`src/hw/rtl/dpb_pkg.sv`:
```
`default_nettype none
// ----------------------------------------------------------------------------
// dpb_pkg
// Shared widths, register indexes and the sideband type of the depth pixel
// back-projection pipeline.
// ----------------------------------------------------------------------------
package dpb_pkg;

    localparam int MAX_WIDTH_DEF  = 4096;
    localparam int MAX_HEIGHT_DEF = 4096;

    localparam int DEPTH_W = 16;               // depth sample, planar depth
    localparam int PIX_W   = 12;               // column / row index
    localparam int CP_W    = 16;               // principal point, Q12.4
    localparam int IF_W    = 24;               // reciprocal focal length, Q0.24
    localparam int XY_W    = 19;               // lateral outputs
    localparam int CFG_IDX_W  = 3;
    localparam int CFG_DATA_W = 24;

    localparam int MAG_W  = 16;                // |col*16 - cx|
    localparam int OFS_W  = MAG_W + IF_W;      // |A|, Q.28
    localparam int AQ_W   = OFS_W - 11;        // |A| rounded to Q.16
    localparam int SQ_W   = 2 * AQ_W;          // Aq^2
    localparam int SW     = 60;                // ray term S, Q.32 (even)
    localparam int NS     = SW / 2;            // root bits, one per stage
    localparam int RW     = SW / 2;            // root width
    localparam int QB     = DEPTH_W + 1;       // quotient bits
    localparam int DW     = RW + QB;           // divider remainder width
    localparam int PROD_W = OFS_W + DEPTH_W;   // |A| * z
    localparam int MX_W   = PROD_W - 27;       // rounded lateral magnitude

    localparam logic [CFG_IDX_W-1:0] REG_PRINCIPAL_X   = 3'd0;
    localparam logic [CFG_IDX_W-1:0] REG_PRINCIPAL_Y   = 3'd1;
    localparam logic [CFG_IDX_W-1:0] REG_INV_FOCAL_X   = 3'd2;
    localparam logic [CFG_IDX_W-1:0] REG_INV_FOCAL_Y   = 3'd3;
    localparam logic [CFG_IDX_W-1:0] REG_CORRECT_RAY   = 3'd4;

    typedef struct packed {
        logic               corr;
        logic [DEPTH_W-1:0] depth;
        logic [OFS_W-1:0]   ax;
        logic               nx;
        logic [OFS_W-1:0]   by;
        logic               ny;
    } side_t;

endpackage
`default_nettype wire

```
`src/hw/rtl/dpb_scale.sv`:
```
`default_nettype none
// ----------------------------------------------------------------------------
// dpb_scale
// Selects planar depth, scales the ray offsets by it and rounds and
// saturates x and y. Two register stages.
// ----------------------------------------------------------------------------
module dpb_scale
    import dpb_pkg::*;
(
    input  wire logic          aclk,
    input  wire logic          aresetn,
    input  wire logic          en,
    input  wire logic          in_valid,
    input  wire logic [QB-1:0] in_q,
    input  wire side_t         in_sb,
    output logic               out_valid,
    output logic [DEPTH_W-1:0] out_z,
    output logic [XY_W-1:0]    out_x,
    output logic [XY_W-1:0]    out_y
);

    localparam logic [MX_W-1:0] POS_MAX = MX_W'(262143);
    localparam logic [MX_W-1:0] NEG_MAX = MX_W'(262144);

    function automatic logic [XY_W-1:0] sat_xy(input logic [MX_W-1:0] m,
                                               input logic neg);
        logic [MX_W-1:0] c;
        begin
            if (neg) begin
                c = (m > NEG_MAX) ? NEG_MAX : m;
                sat_xy = XY_W'(0) - c[XY_W-1:0];
            end else begin
                c = (m > POS_MAX) ? POS_MAX : m;
                sat_xy = c[XY_W-1:0];
            end
        end
    endfunction

    logic [DEPTH_W-1:0] z_sel;
    logic [PROD_W:0]    tx, ty;

    logic               v1_reg, v2_reg;
    logic [DEPTH_W-1:0] z1_reg, z2_reg;
    logic [PROD_W-1:0]  px1_reg, py1_reg;
    logic               nx1_reg, ny1_reg;
    logic [XY_W-1:0]    x2_reg, y2_reg;

    always_comb begin
        if (in_sb.corr) begin
            z_sel = in_q[QB-1] ? '1 : in_q[DEPTH_W-1:0];
        end else begin
            z_sel = in_sb.depth;
        end
        tx = (PROD_W+1)'(px1_reg) + ((PROD_W+1)'(1) << 27);
        ty = (PROD_W+1)'(py1_reg) + ((PROD_W+1)'(1) << 27);
    end

    always_ff @(posedge aclk) begin
        if (!aresetn) begin
            v1_reg <= 1'b0;
            v2_reg <= 1'b0;
        end else if (en) begin
            v1_reg <= in_valid;
            v2_reg <= v1_reg;
        end
    end

    always_ff @(posedge aclk) begin
        if (en) begin
            z1_reg  <= z_sel;
            px1_reg <= PROD_W'(in_sb.ax) * PROD_W'(z_sel);
            py1_reg <= PROD_W'(in_sb.by) * PROD_W'(z_sel);
            nx1_reg <= in_sb.nx;
            ny1_reg <= in_sb.ny;

            z2_reg <= z1_reg;
            x2_reg <= sat_xy(tx[PROD_W:28], nx1_reg);
            y2_reg <= sat_xy(ty[PROD_W:28], ny1_reg);
        end
    end

    assign out_valid = v2_reg;
    assign out_z     = z2_reg;
    assign out_x     = x2_reg;
    assign out_y     = y2_reg;

    a_zero_depth: assert property (@(posedge aclk) disable iff (!aresetn)
        (out_valid && out_z == '0) |-> (out_x == '0 && out_y == '0))
        else $error("nonzero lateral value at zero depth");

endmodule
`default_nettype wire

```
`config.mk`:
```
export PLATFORM = sky130hd
export DESIGN_NAME = dpb_scale
export DESIGN_NICKNAME = d
export VERILOG_FILES = /design/src/hw/rtl/dpb_pkg.sv /design/src/hw/rtl/dpb_scale.sv
export SDC_FILE = /design/constraint.sdc
export NUM_CORES = 2
export LEC_CHECK = 0
export BUFFER_PORTS_ARGS = -buffer_cell sky130_fd_sc_hd__buf_2
export CAP_MARGIN = 30
export CORE_MARGIN = 4
export CORE_UTILIZATION = 60
export CTS_BUF_LIST = sky130_fd_sc_hd__clkbuf_4 sky130_fd_sc_hd__clkbuf_8
export CTS_CLUSTER_SIZE = 16
export DETAILED_ROUTE_END_ITERATION = 10
export PLACE_DENSITY = 0.82
export SYNTH_ARGS = -nofsm -noshare
export SYNTH_HDL_FRONTEND = slang
export SYNTH_SLANG_ARGS = --single-unit
```
`constraint.sdc`:
```
create_clock -name aclk -period 8.3 [get_ports aclk]
set_input_delay 0.83 -clock aclk [delete_from_list [all_inputs] [get_ports aclk]]
set_output_delay 0.83 -clock aclk [all_outputs]
set_load 0.005 [all_outputs]
```
==> qor.csv <==
stage,metric,value,unit
clock_tree,clk sinks,132,
logic_synthesis,Yosys reg bits,132,
clock_tree,CTS Root Cell,clkbuf_8,
clock_tree,# resized after CTS,0,
drt,number of DRC markers in iteration 0,2894,
clock_tree,postcts setup bufs,0,
logic_synthesis,Yosys warning count,0,
logic_synthesis,synth top area cells,"fa_1 47%, inv_1 9.9%, edfxtp_1 8.6%",
floorplan,Core Region,0.0746,mm²
status,status,completed,
clock_tree,maximum clock path buffer count,2,
placement,Area after DPL,0.0475,mm²
cells_and_area,fin cells,6138,
cells_and_area,FF+latch area,0.00394,mm²
logic_synthesis,most common cell in the synthesized netlist,inv_1,
logic_synthesis,"EDFF count, synth",130,
timing,setup TNS,0,ns
setup_path,"Arr. time, crit path",8.21,ns
setup_path,reg2reg end,out_x[16],
setup_path,slowest cell delay on critical path,0.55,ns
setup_path,kind of cell adding the most delay to the critical path,adder cells,
cells_and_area,final core occ,64.3,%
floorplan,Starting Density,60.7,%
drt,Detail Route Antenna Nets,0,
cells_and_area,"Design Area, Final",0.0480,mm²
logic_synthesis,synth cell count leaders,"1194 x inv_1, 1058 x fa_1, 1000 x nand2_1, 400 x and2_1, 254 x ha_1",
floorplan,die height,283,µm
cells_and_area,area of the multi-input gates,0.0359,mm²
global_routing,first-pass GRT wire length,191000,µm
setup_path,worst r2r src,px1_reg[30],
setup_path,flop2flop setup slack,3.65,ns
setup_path,CP Data Required Time,8.54,ns
placement,port bufs,174,
min_path,Hold Path Class,register to register,
clock_tree,htree depth,4,
logic_synthesis,Mapped Area,0.0453,mm²
clock_tree,clock slew at reported path FFs,0.08,ns
cells_and_area,proportion of layout cells with a drive suffix above 1,7.28,%
cells_and_area,fillers,5840,
setup_path,Setup crit start,in_q[16],
global_routing,Total Routing Usage GR,30.1,%
setup_path,crit end category,register,
timing,Final Skew,0.0242,ns
setup_path,Register-to-Register Path Depth,15,
global_routing,initial antenna violation count,4,
logic_synthesis,Syn Nets,6521,
timing,Rel. slew slack,38.3,%
drt,detailed-route via count,34900,
setup_path,CP Depth,30,
drt,WL per Instance,18.7,µm
clock_tree,insertion delay to the later sink of the worst-skew pair,0.51,ns
drt,post-DR vias/cell,5.69,
logic_synthesis,syn_area_per_cell,8.89,µm²
drt,DRC,0,
timing,minimum clock period,7.97,ns
logic_synthesis,post-synthesis sequential area ratio,8.72,%
timing,Tcrit/Tclk final,96.0,%
floorplan,# IOs,175,
placement,placed cell count,6101,
logic_synthesis,Gate Count Post-Synth,5089,
setup_path,Setup CP Type,input pin to register,
setup_path,type of origin of the critical path,input pin,
cells_and_area,Area Overhead vs Synth,6.03,%
setup_path,CP max stage cell,fa_1,
logic_synthesis,Synth area leader,fa_1,
floorplan,die width,283,µm
floorplan,Die Footprint,0.0799,mm²
global_routing,largest net degree at the start of global routing,70,
cells_and_area,"Net count, final",6584,
floorplan,row count,100,
global_routing,vias in the first global route,38100,
logic_synthesis,top cell type's share of synthesized area,46.8,%
timing,final slew viol count,0,
clock_tree,Num CTS Buffers,17,
logic_synthesis,Synth Flop Type,edfxtp_1,
timing,Worst-Margin Slew,0.926,ns
logic_synthesis,async set-reset flop share out of synthesis,0,%
global_routing,grt ovf,0,
timing,RSZ-0062 raised after global routing,false,
drt,WL final,114000,µm
timing,final hold violation count,0,
setup_path,"most used cell, CP",fa_1,
placement,hpwl dp,91200,µm
setup_path,CP max FO,22,
setup_path,Bufs and invs on worst path,11,
setup_path,end of the critical path,px1_reg[55],
drt,Initial DRT Pass Iterations,6,
timing,Final setup viols,0,
clock_tree,CTS tree,yes,
clock_tree,CTS Hold Buffers Added,0,
logic_synthesis,synth unique cells,79,
timing,fmax,0.125,GHz
placement,Final GP Congestion,0.970,
run,max-cap violations,0,
==> per-layer routing <==
metal | vias up | routed length [µm] | GRT usage [%]
met5 | - | 0 | 0
met4 | 0 | 4810 | 11.6
met3 | 324 | 10600 | 5.47
met2 | 1796 | 55400 | 50.3
met1 | 17600 | 43700 | 39.5
li1 | 15200 | - | -
==> worst register-to-register path, delay by kind of cell (launching register included) <==
family | cells | cell delay, ns
fa+ha+maj | 1 | 0.24
compound gates | 3 | 0.80
simple gates | 11 | 2.71
flops | 1 | 0.66
==> final cells by class <==
type	count	share of cell area [%]
well taps	969	2.53
inverters	1194	9.34
flip-flops and latches	132	8.22
diodes	4	0.0209
multi-input cells	3506	74.8
clock inverters	14	0.321
repair buffers	301	4.30
clock buffers	18	0.503
==> stage by stage <==
step           hold slack, ns  setup WS, ns
4_1_cts                 0.414         0.375
3_5_place_dp            0.405        -0.152
5_1_grt                 0.429        0.0365
2_1_floorplan           0.400         0.378
3_3_place_gp            0.402       -0.0762
6_report                0.415         0.331
==> cell families (layout without fill, tap and decap cells) <==
logic type | after synthesis | count (layout) | synth area share [%]
other | 0 | 4 | 0
AO/OA/AOI/OAI | 385 | 385 | 5.66
flip-flops | 132 | 132 | 8.72
multiplexers | 10 | 10 | 0.229
adder cells (fa/ha/maj) | 1312 | 1312 | 53.8
AND/OR/NAND/NOR | 1695 | 1695 | 17.4
XOR/XNOR | 104 | 104 | 2.01
buffers and inverters | 1451 | 1527 | 12.2
==> worst min path at each step <==
stage,cells after the start,end,startpoint,slack (ns)
2_1_floorplan,0,out_z[0],z1_reg[0],0.40
3_3_place_gp,0,out_z[14],z1_reg[14],0.40
3_5_place_dp,0,out_z[15],z1_reg[15],0.40
4_1_cts,0,out_z[5],z1_reg[5],0.41
5_1_grt,0,out_z[13],z1_reg[13],0.43
6_report,0,out_z[5],z1_reg[5],0.42
==> layout by cell type, fill, tap and decap left out, types with 84 or more instances in the layout <==
master    count
inv_1      1194
a21oi_1     106
and2_1      400
buf_2       173
fa_1       1058
nor2_1       84
nand2_1    1000
edfxtp_1    130
ha_1        254
buf_4       109
Power is left out: the tool's default activity adds up to more than one toggle a clock period on the data nets, which glitch-free logic cannot reach.
