### src/hw/rtl/dpb_pkg.sv
`default_nettype none
// ----------------------------------------------------------------------------
// dpb_pkg
// Shared widths, register indexes and the sideband type of the depth pixel
// back-projection pipeline.
// ----------------------------------------------------------------------------
package dpb_pkg;

    localparam int MAX_WIDTH_DEF  = 4096;
    localparam int MAX_HEIGHT_DEF = 4096;

    localparam int DEPTH_W = 16;               // depth sample, planar depth
    localparam int PIX_W   = 12;               // column / row index
    localparam int CP_W    = 16;               // principal point, Q12.4
    localparam int IF_W    = 24;               // reciprocal focal length, Q0.24
    localparam int XY_W    = 19;               // lateral outputs
    localparam int CFG_IDX_W  = 3;
    localparam int CFG_DATA_W = 24;

    localparam int MAG_W  = 16;                // |col*16 - cx|
    localparam int OFS_W  = MAG_W + IF_W;      // |A|, Q.28
    localparam int AQ_W   = OFS_W - 11;        // |A| rounded to Q.16
    localparam int SQ_W   = 2 * AQ_W;          // Aq^2
    localparam int SW     = 60;                // ray term S, Q.32 (even)
    localparam int NS     = SW / 2;            // root bits, one per stage
    localparam int RW     = SW / 2;            // root width
    localparam int QB     = DEPTH_W + 1;       // quotient bits
    localparam int DW     = RW + QB;           // divider remainder width
    localparam int PROD_W = OFS_W + DEPTH_W;   // |A| * z
    localparam int MX_W   = PROD_W - 27;       // rounded lateral magnitude

    localparam logic [CFG_IDX_W-1:0] REG_PRINCIPAL_X   = 3'd0;
    localparam logic [CFG_IDX_W-1:0] REG_PRINCIPAL_Y   = 3'd1;
    localparam logic [CFG_IDX_W-1:0] REG_INV_FOCAL_X   = 3'd2;
    localparam logic [CFG_IDX_W-1:0] REG_INV_FOCAL_Y   = 3'd3;
    localparam logic [CFG_IDX_W-1:0] REG_CORRECT_RAY   = 3'd4;

    typedef struct packed {
        logic               corr;
        logic [DEPTH_W-1:0] depth;
        logic [OFS_W-1:0]   ax;
        logic               nx;
        logic [OFS_W-1:0]   by;
        logic               ny;
    } side_t;

endpackage
`default_nettype wire

### src/hw/rtl/dpb_div.sv
`default_nettype none
// ----------------------------------------------------------------------------
// dpb_div
// Rounded division z = (d*2^16 + r/2) / r: one setup stage, then a
// restoring divider with one quotient bit per stage.
// ----------------------------------------------------------------------------
module dpb_div
    import dpb_pkg::*;
(
    input  wire logic          aclk,
    input  wire logic          aresetn,
    input  wire logic          en,
    input  wire logic          in_valid,
    input  wire logic [RW-1:0] in_r,
    input  wire side_t         in_sb,
    output logic               out_valid,
    output logic [QB-1:0]      out_q,
    output side_t              out_sb
);

    logic          vld_reg [QB+1];
    logic [DW-1:0] rem_reg [QB+1];
    logic [RW-1:0] div_reg [QB+1];
    logic [QB-1:0] q_reg   [QB+1];
    side_t         sb_reg  [QB+1];

    always_ff @(posedge aclk) begin
        if (!aresetn) begin
            vld_reg[0] <= 1'b0;
        end else if (en) begin
            vld_reg[0] <= in_valid;
        end
    end

    always_ff @(posedge aclk) begin
        if (en) begin
            rem_reg[0] <= DW'({in_sb.depth, 16'h0000}) + DW'(in_r >> 1);
            div_reg[0] <= in_r;
            q_reg[0]   <= '0;
            sb_reg[0]  <= in_sb;
        end
    end

    for (genvar k = 1; k <= QB; k++) begin : g_stage
        localparam int SH = QB - k;
        logic [DW-1:0] dsh, rem_next;
        logic          ge;

        always_comb begin
            dsh      = DW'(div_reg[k-1]) << SH;
            ge       = rem_reg[k-1] >= dsh;
            rem_next = ge ? (rem_reg[k-1] - dsh) : rem_reg[k-1];
        end

        always_ff @(posedge aclk) begin
            if (!aresetn) begin
                vld_reg[k] <= 1'b0;
            end else if (en) begin
                vld_reg[k] <= vld_reg[k-1];
            end
        end

        always_ff @(posedge aclk) begin
            if (en) begin
                rem_reg[k] <= rem_next;
                div_reg[k] <= div_reg[k-1];
                q_reg[k]   <= {q_reg[k-1][QB-2:0], ge};
                sb_reg[k]  <= sb_reg[k-1];
            end
        end
    end

    assign out_valid = vld_reg[QB];
    assign out_q     = q_reg[QB];
    assign out_sb    = sb_reg[QB];

    // the divisor is at least 1.0, so the quotient never exceeds the depth
    a_quot_bound: assert property (@(posedge aclk) disable iff (!aresetn)
        out_valid |-> (out_q <= QB'(out_sb.depth)))
        else $error("quotient above input depth");

endmodule
`default_nettype wire

### config.mk
export PLATFORM = sky130hd
export DESIGN_NAME = dpb_div
export DESIGN_NICKNAME = d
export VERILOG_FILES = /design/src/hw/rtl/dpb_pkg.sv /design/src/hw/rtl/dpb_div.sv
export SDC_FILE = /design/constraint.sdc
export NUM_CORES = 2
export LEC_CHECK = 0
export BUFFER_PORTS_ARGS = -buffer_cell sky130_fd_sc_hd__buf_2
export CAP_MARGIN = 20
export CORE_UTILIZATION = 63
export CTS_CLUSTER_SIZE = 12
export DETAILED_ROUTE_END_ITERATION = 16
export MAX_ROUTING_LAYER = met4
export PLACE_DENSITY = 0.8
export SETUP_SLACK_MARGIN = 0.2
export SLEW_MARGIN = 20
export SYNTH_ARGS = -nofsm -noshare
export SYNTH_HDL_FRONTEND = slang
export SYNTH_SLANG_ARGS = --single-unit
### constraint.sdc
create_clock -name aclk -period 4.12 [get_ports aclk]
set_input_delay 0.618 -clock aclk [delete_from_list [all_inputs] [get_ports aclk]]
set_output_delay 0.618 -clock aclk [all_outputs]
set_load 0.05 [all_outputs]
==> metrics.txt <==
die outline width=454 microns; number of pins exceeding their max-slew limit in the final report=0; sum of internal, switching and leakage power=92.3 mW; number of clock buffers inserted by TritonCTS=331; Relative slew margins=36.1%; number of buffers on the longest clock path=4; worst-case reg-to-reg path depth=15; overall die height=454 microns; root buffer cell=sky130_fd_sc_hd__clkbuf_16; standard cell core area=203000 sq um; wire length of the first global-routing pass=395 mm; Hold/Removal Path Class=input pin to register; Tightest Pin Transition=934 ps; proportion of layout cells with a drive suffix above 1=11.9%; highest routing layer actually used=met4; relative contribution of sequential cells to total power=45.9%; register bit total from synthesis=3096; flip-flop count of the largest register after layout=1782; net count after synthesis=9369; Clock Sinks=3096; number of rows in the core area=165; met2 wire length=142 mm; top library cells by usage in the layout, fill and taps aside=sky130_fd_sc_hd__edfxtp_1, sky130_fd_sc_hd__inv_1, sky130_fd_sc_hd__a21oi_1; clock tree from TritonCTS=built; average detailed-routed wire length per instance=20.8 microns; via count of the first global-routing pass=74420; power per cell area=629 nW/um^2; largest net degree at the start of global routing=160; clock input transition at the sequential cells of the worst setup and hold paths=60 ps; Psw=27.1 mW; Final GP Congestion=1.04; total DRC errors in the routed layout=0; CP max-delay cell=sky130_fd_sc_hd__or3_4; Switching Fraction=29.3%; cell total after placement=11729; Cell Count, Final, Fillers Out=12371; internal power of the cells=65.2 mW; number of warnings printed during yosys synthesis=0; fraction of synthesis flops using an asynchronous set or reset pin=0%; count of flip-flops with a built-in enable after synthesis=3095; top achievable clock speed=0.250 GHz; maximum vdd ir drop=495 uV; half-perimeter wire length of the detailed placement result=167 mm; critical path capture point type=register; final count of hold timing violations=0; cells along the critical path=inv_2 -> ha_4 -> inv_2 -> fa_2 -> a21o_1 -> a221oi_4 -> o311ai_4 -> a211oi_2 -> o31ai_2 -> a41o_1 -> and3_4 -> or3_4 -> buf_6 -> nor3b_1 -> xor2_1; I/O Buffers=249; clock latency on the worst-skew pair=940 ps; Die Footprint=206000 sq um; reported leakage power=55.4 nW; family of cells with the greatest summed delay on the critical path=compound AO/OA/AOI/OAI gates; DRT Pass-1 Iters=9; initial cell density of the core=63.5%; longest individual stage delay on the worst path=470 ps; commonest register cell after synthesis=sky130_fd_sc_hd__edfxtp_1; count of boundary I/O pins=250; run status=finished, final reports clean; Iter 0 DRT Violations=5760; proportion of power drawn by combinational gates=25.3%; final-report setup violation count=0; Worst Clk Skew=69.2 ps; cell count after synthesis=8709; Cell Area, Synth=129000 sq um; detailed-routing wirelength on met1=91.3 mm; fraction of the yosys area taken by sequential cells=72.2%; Worst Path Buf+Inv=3; antenna violations before repair=0; Syn-to-layout area delta=14.1%; library cells used by synthesis=96; peak fanout along the critical path=9; crit path kind=register to register; Max Cap Viol=0; most common cell after layout, fill and taps aside=sky130_fd_sc_hd__edfxtp_1; via density per instance=5.84; crit path DAT=4600 ps; Filler Cell Count=12308; overflow left after global routing=0; Worst path most repeated cell=sky130_fd_sc_hd__inv_2; final period demand of the worst path=3990 ps; vias post-DR=72235; share of the core filled with cells=72.5%; DRT Wirelength=258 mm; final critical-path share of the clock period=96.9%; RSZ-0062 raised after global routing=true; Crit. path cell count=15; count of cells along the worst hold path=2; Setup crit start kind=register; layout net count=10213; wire length on met3=9.94 mm; worst endpoint required time=4730 ps; Avg Synthesized Cell Area=14.8 sq um; maximum level of the CTS H-tree=5; final antenna-violating net count=0; clock share of power=28.8%; GRT Util Overall=25.4%
## routing by layer
layer  track usage (%)  up-vias
met2              47.6     2249
li1                  -    34406
met1              25.6    34735
met5                 -        -
met4              12.7        0
met3              3.50      845
## worst register-to-register path: stages (launching register included)
cell and delay, ps:
sky130_fd_sc_hd__edfxtp_1 390, sky130_fd_sc_hd__inv_2 100, sky130_fd_sc_hd__ha_4 130, sky130_fd_sc_hd__inv_2 40
sky130_fd_sc_hd__fa_2 380, sky130_fd_sc_hd__a21o_1 200, sky130_fd_sc_hd__a221oi_4 340, sky130_fd_sc_hd__o311ai_4 140
sky130_fd_sc_hd__a211oi_2 380, sky130_fd_sc_hd__o31ai_2 140, sky130_fd_sc_hd__a41o_1 320, sky130_fd_sc_hd__and3_4 200
sky130_fd_sc_hd__or3_4 470, sky130_fd_sc_hd__buf_6 180, sky130_fd_sc_hd__nor3b_1 150, sky130_fd_sc_hd__xor2_1 170
## synthesized netlist by cell type (64+ instances only)
cell / n / area, sq um
sky130_fd_sc_hd__a21o_1: 246 / 1850
sky130_fd_sc_hd__a21oi_1: 594 / 2970
sky130_fd_sc_hd__and3_1: 76 / 475
sky130_fd_sc_hd__clkbuf_1: 152 / 571
sky130_fd_sc_hd__edfxtp_1: 3095 / 92900
sky130_fd_sc_hd__ha_1: 510 / 6380
sky130_fd_sc_hd__inv_1: 644 / 2420
sky130_fd_sc_hd__mux2_2: 75 / 845
sky130_fd_sc_hd__nand2_1: 509 / 1910
sky130_fd_sc_hd__nand2b_1: 75 / 469
sky130_fd_sc_hd__nand3_1: 127 / 636
sky130_fd_sc_hd__nand4_1: 98 / 613
sky130_fd_sc_hd__nor2_1: 464 / 1740
sky130_fd_sc_hd__nor2b_1: 91 / 569
sky130_fd_sc_hd__nor3_1: 123 / 616
sky130_fd_sc_hd__nor4_1: 65 / 407
sky130_fd_sc_hd__o21a_1: 64 / 480
sky130_fd_sc_hd__o21ai_0: 448 / 2240
sky130_fd_sc_hd__xnor2_1: 275 / 2410
sky130_fd_sc_hd__xor2_1: 245 / 2150
## power groups by stage
stage                     clock, mW  sequential, mW  combinational [mW]
after floorplan                   0            42.1                16.4
after global placement            0            42.7                21.7
after CTS                      27.1            42.3                22.8
final                          26.5            42.4                23.4
after detailed placement          0            42.8                22.3
after global routing           28.3            42.7                25.7
## cell families after synthesis
group                      share of synthesized area, %
and+or+nand+nor                                    7.04
muxes                                             0.785
xor gates and xnor gates                           3.54
buffers and inverters                              2.43
DFF                                                72.2
AOI/OAI and AO/OA                                  8.76
adders and majority gates                          5.22
## worst paths after layout
| kind | start | endpoint | slack [ps] |
|---|---|---|---|
| min | aresetn | vld_reg[8][0] | 130 |
| max reg2reg | rem_reg[5][11] | rem_reg[6][42] | 130 |
| min reg2reg | sb_reg[12][91] | sb_reg[13][91] | 370 |
| max | rem_reg[5][11] | rem_reg[6][42] | 130 |
## per-stage QoR
stage	setup TNS [ps]	worst slack, ps	hold WS, ps	cell area, sq um
global placement	-38.3	-11.6	400	135000
CTS	0	200	24.8	146000
detailed placement	-78.9	-25.4	405	135000
finish	0	128	131	147000
global route	0	63.1	89.4	147000
floorplan	0	434	400	129000
## repair_timing
action / in CTS / in global routing
endpoints found under the hold margin: 132 / 0
setup endpoints to repair: 107 / 190
gates resized for setup: 31 / 86
cloned: 0 / 7
hold buffers: 130 / 0
setup buffers: 11 / 15
pin swaps: 9 / 27
## final cells by class
cell class / instances / area [sq um] / share of cell area [%]
Sequential cell: 3096 / 93000 / 63.3
Clock inverter: 75 / 663 / 0.452
Timing Repair Buffer: 688 / 5570 / 3.79
Multi-Input combinational cell: 4791 / 33200 / 22.6
Antenna cell: 1 / 2.50 / 0.00170
Inverter: 645 / 2420 / 1.65
Tap cell: 2672 / 3340 / 2.28
Clock buffer: 403 / 8640 / 5.88
(Power assumes the default switching activity.)
